`config.mk`:
```
export PLATFORM = sky130hd
export DESIGN_NAME = edge_timed_manchester_decoder_unit_flat
export DESIGN_NICKNAME = d
export VERILOG_FILES = /design/src/design/etmd_pkg.sv /design/src/design/etmd_edge_if.sv /design/src/design/etmd_result_if.sv /design/src/design/etmd_apb_regs.sv /design/src/design/etmd_core.sv /design/src/design/edge_timed_manchester_decoder_unit.sv /design/src/flat_wrapper.sv
export SDC_FILE = /design/constraint.sdc
export NUM_CORES = 2
export LEC_CHECK = 0
export BUFFER_PORTS_ARGS = -buffer_cell sky130_fd_sc_hd__buf_2
export CORE_ASPECT_RATIO = 1.4
export CORE_MARGIN = 1
export CORE_UTILIZATION = 28
export CTS_CLUSTER_SIZE = 12
export DETAILED_ROUTE_END_ITERATION = 6
export MAX_ROUTING_LAYER = met4
export PLACE_DENSITY = 0.4
export SLEW_MARGIN = 20
export SYNTH_ARGS = -nofsm -noshare
export SYNTH_HDL_FRONTEND = slang
export SYNTH_SLANG_ARGS = --single-unit
```
`constraint.sdc`:
```
create_clock -name i_clk -period 33.8 [get_ports i_clk]
set_clock_uncertainty 0.05 [all_clocks]
set_input_delay 6.76 -clock i_clk [delete_from_list [all_inputs] [get_ports i_clk]]
set_output_delay 6.76 -clock i_clk [all_outputs]
set_load 0.02 [all_outputs]
```
`src/design/etmd_pkg.sv`:
```
// etmd_pkg: shared types, constants and register codes for the edge-timed
// Manchester decoder. No dependencies; every other design file imports it.

package etmd_pkg;

    // fixed field widths
    localparam int TIME_W  = 32;
    localparam int COUNT_W = 11;
    localparam int TOL_W   = 10;
    localparam int END_W   = 12;

    // recorded edge cap, header bits included
    localparam logic [COUNT_W-1:0] MAX_BITS    = 11'd1024;
    localparam logic [COUNT_W-1:0] HEADER_BITS = 11'd2;

    // percent scale for the cross-multiplied deviation test
    localparam logic [6:0] PCT_SCALE = 7'd100;

    // widths of the deviation products
    localparam int LHS_W = TIME_W + 7;
    localparam int RHS_W = TIME_W + END_W;

    // register reset values
    localparam logic [TOL_W-1:0] TOL_RESET = 10'd25;
    localparam logic [END_W-1:0] END_RESET = 12'd300;

    // APB address and register codes (paddr[2] selects the register)
    localparam int   PADDR_W      = 3;
    localparam int   PDATA_W      = 32;
    localparam logic REG_TOLERANCE = 1'b0;
    localparam logic REG_END       = 1'b1;

    // result kinds
    typedef enum logic [1:0] {
        KIND_DATA      = 2'd0,
        KIND_END_OK    = 2'd1,
        KIND_END_SHORT = 2'd2
    } t_kind;

    // configuration seen by the decoder core
    typedef struct packed {
        logic [TOL_W-1:0] tol_pct;
        logic [END_W-1:0] end_pct;
    } t_cfg;

    // one result item
    typedef struct packed {
        t_kind              kind;
        logic               bit_value;
        logic [COUNT_W-1:0] bits_recorded;
        logic               overflowed;
    } t_result;

endpackage

```
`src/design/etmd_edge_if.sv`:
```
// etmd_edge_if: valid/ready channel carrying one timestamped line edge.
// Depends on etmd_pkg.

interface etmd_edge_if import etmd_pkg::*; ();
    logic              valid;
    logic              ready;
    logic              edge_level;
    logic [TIME_W-1:0] edge_time;

    modport source (output valid, edge_level, edge_time, input ready);
    modport sink   (input valid, edge_level, edge_time, output ready);
endinterface

```
`src/design/etmd_result_if.sv`:
```
// etmd_result_if: valid/ready channel carrying one decoder result.
// Depends on etmd_pkg.

interface etmd_result_if import etmd_pkg::*; ();
    logic               valid;
    logic               ready;
    logic [1:0]         result_kind;
    logic               bit_value;
    logic [COUNT_W-1:0] bits_recorded;
    logic               overflowed;

    modport source (output valid, result_kind, bit_value, bits_recorded, overflowed,
                    input ready);
    modport sink   (input valid, result_kind, bit_value, bits_recorded, overflowed,
                    output ready);
endinterface

```
`src/design/etmd_apb_regs.sv`:
```
// etmd_apb_regs: APB-style register file holding tolerance and end percent.
// Depends on etmd_pkg.

module etmd_apb_regs import etmd_pkg::*; (
    input  logic               i_clk,
    input  logic               i_rst_n,
    input  logic               psel,
    input  logic               penable,
    input  logic               pwrite,
    input  logic [PADDR_W-1:0] paddr,
    input  logic [PDATA_W-1:0] pwdata,
    output logic [PDATA_W-1:0] prdata,
    output logic               pready,
    output t_cfg               o_cfg
);

    logic [TOL_W-1:0] r_tol_pct;
    logic [END_W-1:0] r_end_pct;
    logic             wr_en;

    assign pready = 1'b1;
    assign wr_en  = psel && penable && pwrite;

    // register writes, data masked to register width
    always_ff @(posedge i_clk) begin
        if (!i_rst_n) begin
            r_tol_pct <= TOL_RESET;
            r_end_pct <= END_RESET;
        end else if (wr_en) begin
            unique case (paddr[2])
                REG_TOLERANCE: r_tol_pct <= pwdata[TOL_W-1:0];
                REG_END:       r_end_pct <= pwdata[END_W-1:0];
                default:       ;
            endcase
        end
    end

    // read mux
    always_comb begin
        unique case (paddr[2])
            REG_TOLERANCE: prdata = PDATA_W'(r_tol_pct);
            REG_END:       prdata = PDATA_W'(r_end_pct);
            default:       prdata = '0;
        endcase
    end

    assign o_cfg.tol_pct = r_tol_pct;
    assign o_cfg.end_pct = r_end_pct;

endmodule

```
`src/design/etmd_core.sv`:
```
// etmd_core: decoder state (reference periods, timing origin, bit count) and
// the single-pass edge classification. Depends on etmd_pkg.

module etmd_core import etmd_pkg::*; (
    input  logic              i_clk,
    input  logic              i_rst_n,
    input  t_cfg              i_cfg,
    input  logic              i_step,
    input  logic              i_level,
    input  logic [TIME_W-1:0] i_time,
    output logic              o_has_result,
    output t_result           o_result
);

    logic [TIME_W-1:0]  r_last_time, n_last_time;
    logic [TIME_W-1:0]  r_rise_period, n_rise_period;
    logic [TIME_W-1:0]  r_fall_period, n_fall_period;
    logic               r_await_fall, n_await_fall;
    logic               r_await_rise_per, n_await_rise_per;
    logic               r_not_armed, n_not_armed;
    logic [COUNT_W-1:0] r_count, n_count;
    logic               r_ovf, n_ovf;

    logic               learn_rise, learn_fall;
    logic [TIME_W-1:0]  span, rise_l, fall_l, last_l, ref_per, dt, dev;
    logic               await_fall_l, not_armed_l, skip;
    logic [LHS_W-1:0]   lhs;
    logic [RHS_W-1:0]   end_rhs, tol_rhs;
    logic               is_end, is_mid, is_acc, at_cap;
    logic [COUNT_W-1:0] count_inc;

    // learning of reference periods and timing origin
    assign span       = i_time - r_last_time;
    assign learn_rise = (r_rise_period == '0) && !r_await_fall && !i_level;
    assign learn_fall = r_await_rise_per && i_level && !r_await_fall;

    assign rise_l       = learn_rise ? span : r_rise_period;
    assign fall_l       = learn_fall ? span : r_fall_period;
    assign not_armed_l  = r_not_armed && !learn_rise && !learn_fall;
    assign await_fall_l = r_await_fall && i_level;
    assign last_l       = (r_await_fall && !i_level) ? i_time : r_last_time;

    // interval deviation against the reference of this direction
    assign ref_per = i_level ? fall_l : rise_l;
    assign skip    = await_fall_l || (ref_per == '0) || not_armed_l;
    assign dt      = i_time - last_l;
    assign dev     = (ref_per > dt) ? (ref_per - dt) : (dt - ref_per);
    assign lhs     = LHS_W'(dev) * LHS_W'(PCT_SCALE);
    assign end_rhs = RHS_W'(i_cfg.end_pct) * RHS_W'(ref_per);
    assign tol_rhs = RHS_W'(i_cfg.tol_pct) * RHS_W'(ref_per);

    assign is_end = !skip && (RHS_W'(lhs) > end_rhs);
    assign is_mid = !skip && !is_end && (RHS_W'(lhs) > tol_rhs);
    assign is_acc = !skip && !is_end && !is_mid;

    assign at_cap    = r_count >= MAX_BITS;
    assign count_inc = r_count + COUNT_W'(1);

    // next state
    always_comb begin
        n_last_time      = last_l;
        n_rise_period    = rise_l;
        n_fall_period    = fall_l;
        n_await_fall     = await_fall_l;
        n_await_rise_per = r_await_rise_per && !learn_fall;
        n_not_armed      = not_armed_l;
        n_count          = r_count;
        n_ovf            = r_ovf;
        priority if (is_end) begin
            // end of message rearms everything but the registers
            n_last_time      = '0;
            n_rise_period    = '0;
            n_fall_period    = '0;
            n_await_fall     = 1'b1;
            n_await_rise_per = 1'b1;
            n_not_armed      = 1'b1;
            n_count          = '0;
            n_ovf            = 1'b0;
        end else if (is_acc) begin
            n_last_time = i_time;
            if (at_cap) begin
                n_ovf = 1'b1;
            end else begin
                n_count = count_inc;
            end
        end
    end

    // result for this edge
    always_comb begin
        o_has_result           = 1'b0;
        o_result.kind          = KIND_DATA;
        o_result.bit_value     = 1'b0;
        o_result.bits_recorded = r_count;
        o_result.overflowed    = r_ovf;
        priority if (is_end) begin
            o_has_result  = 1'b1;
            o_result.kind = (r_count < HEADER_BITS) ? KIND_END_SHORT : KIND_END_OK;
        end else if (is_acc && !at_cap && (count_inc > HEADER_BITS)) begin
            o_has_result           = 1'b1;
            o_result.bit_value     = !i_level;
            o_result.bits_recorded = count_inc;
        end
    end

    // state registers
    always_ff @(posedge i_clk) begin
        if (!i_rst_n) begin
            r_last_time      <= '0;
            r_rise_period    <= '0;
            r_fall_period    <= '0;
            r_await_fall     <= 1'b1;
            r_await_rise_per <= 1'b1;
            r_not_armed      <= 1'b1;
            r_count          <= '0;
            r_ovf            <= 1'b0;
        end else if (i_step) begin
            r_last_time      <= n_last_time;
            r_rise_period    <= n_rise_period;
            r_fall_period    <= n_fall_period;
            r_await_fall     <= n_await_fall;
            r_await_rise_per <= n_await_rise_per;
            r_not_armed      <= n_not_armed;
            r_count          <= n_count;
            r_ovf            <= n_ovf;
        end
    end

endmodule

```
`src/design/edge_timed_manchester_decoder_unit.sv`:
```
// edge_timed_manchester_decoder_unit: top level with input register, decoder
// core and output register. Depends on etmd_pkg, etmd_edge_if, etmd_result_if,
// etmd_apb_regs and etmd_core.
//
//   channel    direction  carries                                     handshake
//   i_edge     in         edge_level, edge_time                       valid/ready
//   o_result   out        result_kind, bit_value, bits_recorded,      valid/ready
//                         overflowed
//   APB        in/out     tolerance_percent (0x0), end_percent (0x4)  psel/penable
//
// One edge per cycle sustained while the output is not stalled; a result is
// registered twice: input register at the edge transfer, then output register.
// The core's subtract, three multiplies and compare set the cycle path.
// Reset is synchronous, active low; registers return to 25 and 300 percent.
// A stalled output holds its result; an edge held in the input register then
// waits there and blocks the input until the output is taken.

module edge_timed_manchester_decoder_unit import etmd_pkg::*; (
    input  logic               i_clk,
    input  logic               i_rst_n,
    etmd_edge_if.sink          i_edge,
    etmd_result_if.source      o_result,
    input  logic               psel,
    input  logic               penable,
    input  logic               pwrite,
    input  logic [PADDR_W-1:0] paddr,
    input  logic [PDATA_W-1:0] pwdata,
    output logic [PDATA_W-1:0] prdata,
    output logic               pready
);

    t_cfg              cfg;
    logic              r_in_valid;
    logic              r_in_level;
    logic [TIME_W-1:0] r_in_time;
    logic              r_out_valid;
    t_result           r_out;
    logic              proc;
    logic              has_result;
    t_result           result;

    etmd_apb_regs u_regs (
        .i_clk   (i_clk),
        .i_rst_n (i_rst_n),
        .psel    (psel),
        .penable (penable),
        .pwrite  (pwrite),
        .paddr   (paddr),
        .pwdata  (pwdata),
        .prdata  (prdata),
        .pready  (pready),
        .o_cfg   (cfg)
    );

    // the held edge is processed when the output register can take a result
    assign proc         = r_in_valid && (!r_out_valid || o_result.ready);
    assign i_edge.ready = !r_in_valid || proc;

    // input register
    always_ff @(posedge i_clk) begin
        if (!i_rst_n) begin
            r_in_valid <= 1'b0;
        end else if (i_edge.ready) begin
            r_in_valid <= i_edge.valid;
        end
    end

    always_ff @(posedge i_clk) begin
        if (i_edge.valid && i_edge.ready) begin
            r_in_level <= i_edge.edge_level;
            r_in_time  <= i_edge.edge_time;
        end
    end

    etmd_core u_core (
        .i_clk        (i_clk),
        .i_rst_n      (i_rst_n),
        .i_cfg        (cfg),
        .i_step       (proc),
        .i_level      (r_in_level),
        .i_time       (r_in_time),
        .o_has_result (has_result),
        .o_result     (result)
    );

    // output register
    always_ff @(posedge i_clk) begin
        if (!i_rst_n) begin
            r_out_valid <= 1'b0;
        end else if (proc && has_result) begin
            r_out_valid <= 1'b1;
        end else if (o_result.ready) begin
            r_out_valid <= 1'b0;
        end
    end

    always_ff @(posedge i_clk) begin
        if (proc && has_result) begin
            r_out <= result;
        end
    end

    assign o_result.valid         = r_out_valid;
    assign o_result.result_kind   = r_out.kind;
    assign o_result.bit_value     = r_out.bit_value;
    assign o_result.bits_recorded = r_out.bits_recorded;
    assign o_result.overflowed    = r_out.overflowed;

endmodule
```
`src/flat_wrapper.sv`:
```
// flat-port wrapper written by rule: the top's interface ports become plain ports
module edge_timed_manchester_decoder_unit_flat import etmd_pkg::*;
  (i_clk, i_rst_n, psel, penable, pwrite, paddr, pwdata, prdata, pready, i_edge_valid, i_edge_edge_level, i_edge_edge_time, i_edge_ready, o_result_valid, o_result_result_kind, o_result_bit_value, o_result_bits_recorded, o_result_overflowed, o_result_ready);
  etmd_edge_if i_edge_i ();
  etmd_result_if o_result_i ();
  input  logic i_clk;
  input  logic i_rst_n;
  input  logic psel;
  input  logic penable;
  input  logic pwrite;
  input  logic [PADDR_W-1:0] paddr;
  input  logic [PDATA_W-1:0] pwdata;
  output logic [PDATA_W-1:0] prdata;
  output logic pready;
  input wire logic [$bits(i_edge_i.valid)-1:0] i_edge_valid;
  input wire logic [$bits(i_edge_i.edge_level)-1:0] i_edge_edge_level;
  input wire logic [$bits(i_edge_i.edge_time)-1:0] i_edge_edge_time;
  output wire logic [$bits(i_edge_i.ready)-1:0] i_edge_ready;
  output wire logic [$bits(o_result_i.valid)-1:0] o_result_valid;
  output wire logic [$bits(o_result_i.result_kind)-1:0] o_result_result_kind;
  output wire logic [$bits(o_result_i.bit_value)-1:0] o_result_bit_value;
  output wire logic [$bits(o_result_i.bits_recorded)-1:0] o_result_bits_recorded;
  output wire logic [$bits(o_result_i.overflowed)-1:0] o_result_overflowed;
  input wire logic [$bits(o_result_i.ready)-1:0] o_result_ready;
  assign i_edge_i.valid = i_edge_valid;
  assign i_edge_i.edge_level = i_edge_edge_level;
  assign i_edge_i.edge_time = i_edge_edge_time;
  assign i_edge_ready = i_edge_i.ready;
  assign o_result_valid = o_result_i.valid;
  assign o_result_result_kind = o_result_i.result_kind;
  assign o_result_bit_value = o_result_i.bit_value;
  assign o_result_bits_recorded = o_result_i.bits_recorded;
  assign o_result_overflowed = o_result_i.overflowed;
  assign o_result_i.ready = o_result_ready;
  edge_timed_manchester_decoder_unit u_core (.i_clk(i_clk), .i_rst_n(i_rst_n), .i_edge(i_edge_i), .o_result(o_result_i), .psel(psel), .penable(penable), .pwrite(pwrite), .paddr(paddr), .pwdata(pwdata), .prdata(prdata), .pready(pready));
endmodule
```
==> run summary <==
=================================================================================
Sinks on the clock net                                                        183
Full die area                                                        150,000 um^2
Share of synthesized flip-flops with an asynchronous set or reset               0
Tightest hold margin                                                     0.417 ns
Ratio of cells with drive above 1 in the final layout                      0.0536
Crit path required time                                                  33.90 ns
Source-to-sink clock delay at the later pin of the worst-skew pair        0.52 ns
Number of instances resized during post-cts repair                              0
Worst max-slew margin expressed relative to the limit                       0.174
Fmax                                                                     51.6 MHz
Flip-flop and latch area                                                4140 um^2
Crit path max fanout                                                           51
Worst path max stage delay                                                0.85 ns
Die H                                                                      458 um
Distinct cells, synth                                                          97
Count of nets left with antenna violations after detail routing                 0
Maximum number of pins on one net before global-route repair                   52
Cell area after technology mapping                                    41,600 um^2
Portion of netlist area occupied by mux cells                             0.00617
Synth Area in Simple Gates                                                  0.182
Horizontal die dimension                                                   328 um
Level count of the clock H-tree                                                 4
Fillers                                                                    15,900
I/O Pins                                                                      125
All-Layer GR Usage                                                          0.201
Vias in the first global route                                             37,300
Clock root cell                                                         clkbuf_16
Time the final worst path needs with I/O delays and setup                19.38 ns
Filler-free cell count of the finished design                               6,905
Iteration-0 DRC Markers                                                     1,517
Clock transition at path regs                                             0.08 ns
Avg Vias per Cell                                                            5.00
Antenna violations before repair                                                4
Total Routed Length                                                    144,000 um
Final-report max-slew violation count                                           0
Worst path arrival time                                                  19.48 ns
Final weighted congestion in routability-driven placement                   0.850
Number of synthesized register bits                                           183
Final hold violation count                                                      0
Critical path startpoint category                                       flip-flop
Xor/xnor cell area share of the yosys netlist                              0.0453
Total area of multi-input combinational cells                         33,800 um^2
Endpoint class of the critical path                                     flip-flop
Core region area                                                     148,000 um^2
Most common cell after layout, fill and taps aside                        nand2_1
CTS hold repair buffers                                                         0
Master of the slowest instance on the critical path                       a31oi_1
Number of warnings issued by yosys                                              0
Row Count                                                                     167
Combinational family with the most area after synthesis               adder cells
Primary flip-flop cell chosen by synthesis mapping                        dfxtp_1
Syn_area_per_cell                                                       8.24 um^2
Total Negative Setup Slacks                                                  0 ns
Maximum clock path buffer count                                                 2
Post-route clock period utilization                                         0.574
Area growth syn-to-layout                                                   7.09%
DRC                                                                             0
Post-DP HPWL                                                           114,000 um
Min-Delay Path Class                                                      reg2reg
Count of final setup violators                                                  0
Number of buffers added by the clock tree synthesis step                       17
Status                                                               finished, final reports clean
Area fraction in compound gates after synthesis                             0.163
Max-capacitance violation count                                                 0
Final-stage net count                                                       6,053
Actual transition at the worst max-transition pin                         1.22 ns
Count of flip-flops with a built-in enable after synthesis                     48
Most used cells in the layout excluding fill and tap cells           nand2_1 (704), inv_1 (676), fa_1 (567), ha_1 (462), a21oi_1 (293)
Sequential element share of the synthesized area                           0.0996
Wire length per cell after detailed routing                               20.8 um
First drt pass iteration count                                                  5
Count of vias placed by the detailed router                                34,500
Remaining global-route overflow                                                 0
Synthesized-area fraction occupied by adder cells                           0.412
Clock tree from TritonCTS                                                     yes
Setup CP Type                                                             reg2reg
Dpl cells                                                                   6,873
Effective utilization at floorplan                                          0.282
Port buffer count                                                              81
Wire length of the first global-routing pass                           223,000 um
Number of antenna cells inserted                                                0
Post-CTS setup repair buffer count                                              0
Core Util, Final                                                            0.302
RSZ-0062 raised after global routing                                           no
Synthesized instance count                                                  5,046
=================================================================================
-- worst max-delay path, delay by kind of cell (launching register included) --
kind | cells | cell delay [ns]
fa+ha+maj | 8 | 2.85
compound gates | 27 | 8.30
xor+xnor | 3 | 0.87
buf+inv | 8 | 1.57
simple gates | 16 | 4.92
flops | 1 | 0.36
-- registers in the layout, indices dropped and copies added, names as in the netlist, 2 cells and up --
name                           flops
u_core.u_regs.r_end_pct           12
u_core.u_core.r_last_time         32
u_core.u_regs.r_tol_pct           10
u_core.u_core.r_rise_period       32
u_core.o_result.result_kind        2
u_core.o_result.bits_recorded     11
u_core.u_core.r_fall_period       32
u_core.u_core.r_count             11
u_core.r_in_time                  32
-- cell families after synthesis --
group                      count (synthesis)
adders and majority gates               1029
muxes                                     24
and+or+nand+nor                         1607
AOI/OAI and AO/OA                       1016
buffers and inverters                    970
DFF                                      183
xor gates and xnor gates                 215
other                                      2
-- stage by stage --
stage | setup WS, ns | area [um^2]
after floorplan | 17.48 | 41700
after global placement | 14.03 | 43900
after detailed placement | 14.00 | 43900
after CTS | 13.89 | 44500
after global routing | 12.82 | 44500
final | 14.42 | 44500
-- Yosys cell counts, types with 91 or more instances --
cell	count	area, um^2
xnor2_1	124	1090
o21ai_0	156	781
inv_1	676	2540
nor2_1	251	942
ha_1	462	5780
and2_1	236	1480
a21oi_1	298	1490
nand2_1	704	2640
fa_1	567	11400
xor2_1	91	797
a21o_1	135	1010
dfxtp_1	135	2700
clkbuf_1	224	841
-- worst paths after layout --
kind	cells after the start	slack, ns	to	from
setup / recovery	62	14.42	u_core.o_result.bits_recorded[1]	u_core.r_in_level
hold reg to reg	2	0.42	u_core.u_regs.r_end_pct[0]	u_core.u_regs.r_end_pct[0]
setup reg to reg	62	14.42	u_core.o_result.bits_recorded[1]	u_core.r_in_level
hold / removal	2	0.42	u_core.u_regs.r_end_pct[0]	u_core.u_regs.r_end_pct[0]
-- area by class of cell --
class	instances	area share
Tap cell	1943	0.0546
Sequential cell	183	0.0930
Clock inverter	15	0.00416
Multi-Input combinational cell	3912	0.760
Inverter	678	0.0571
Clock buffer	17	0.00955
Timing Repair Buffer	157	0.0219
-- per-layer routing --
layer	vias to the layer above	GRT usage	share of wire
met5	-	-	0
met4	0	0.0762	0.041
met3	194	0.0128	0.018
met2	512	0.386	0.56
met1	17400	0.211	0.38
li1	16400	-	-
Power is not shown: default switching activity piles up to over one toggle a cycle in this logic, so the estimate is an artifact.
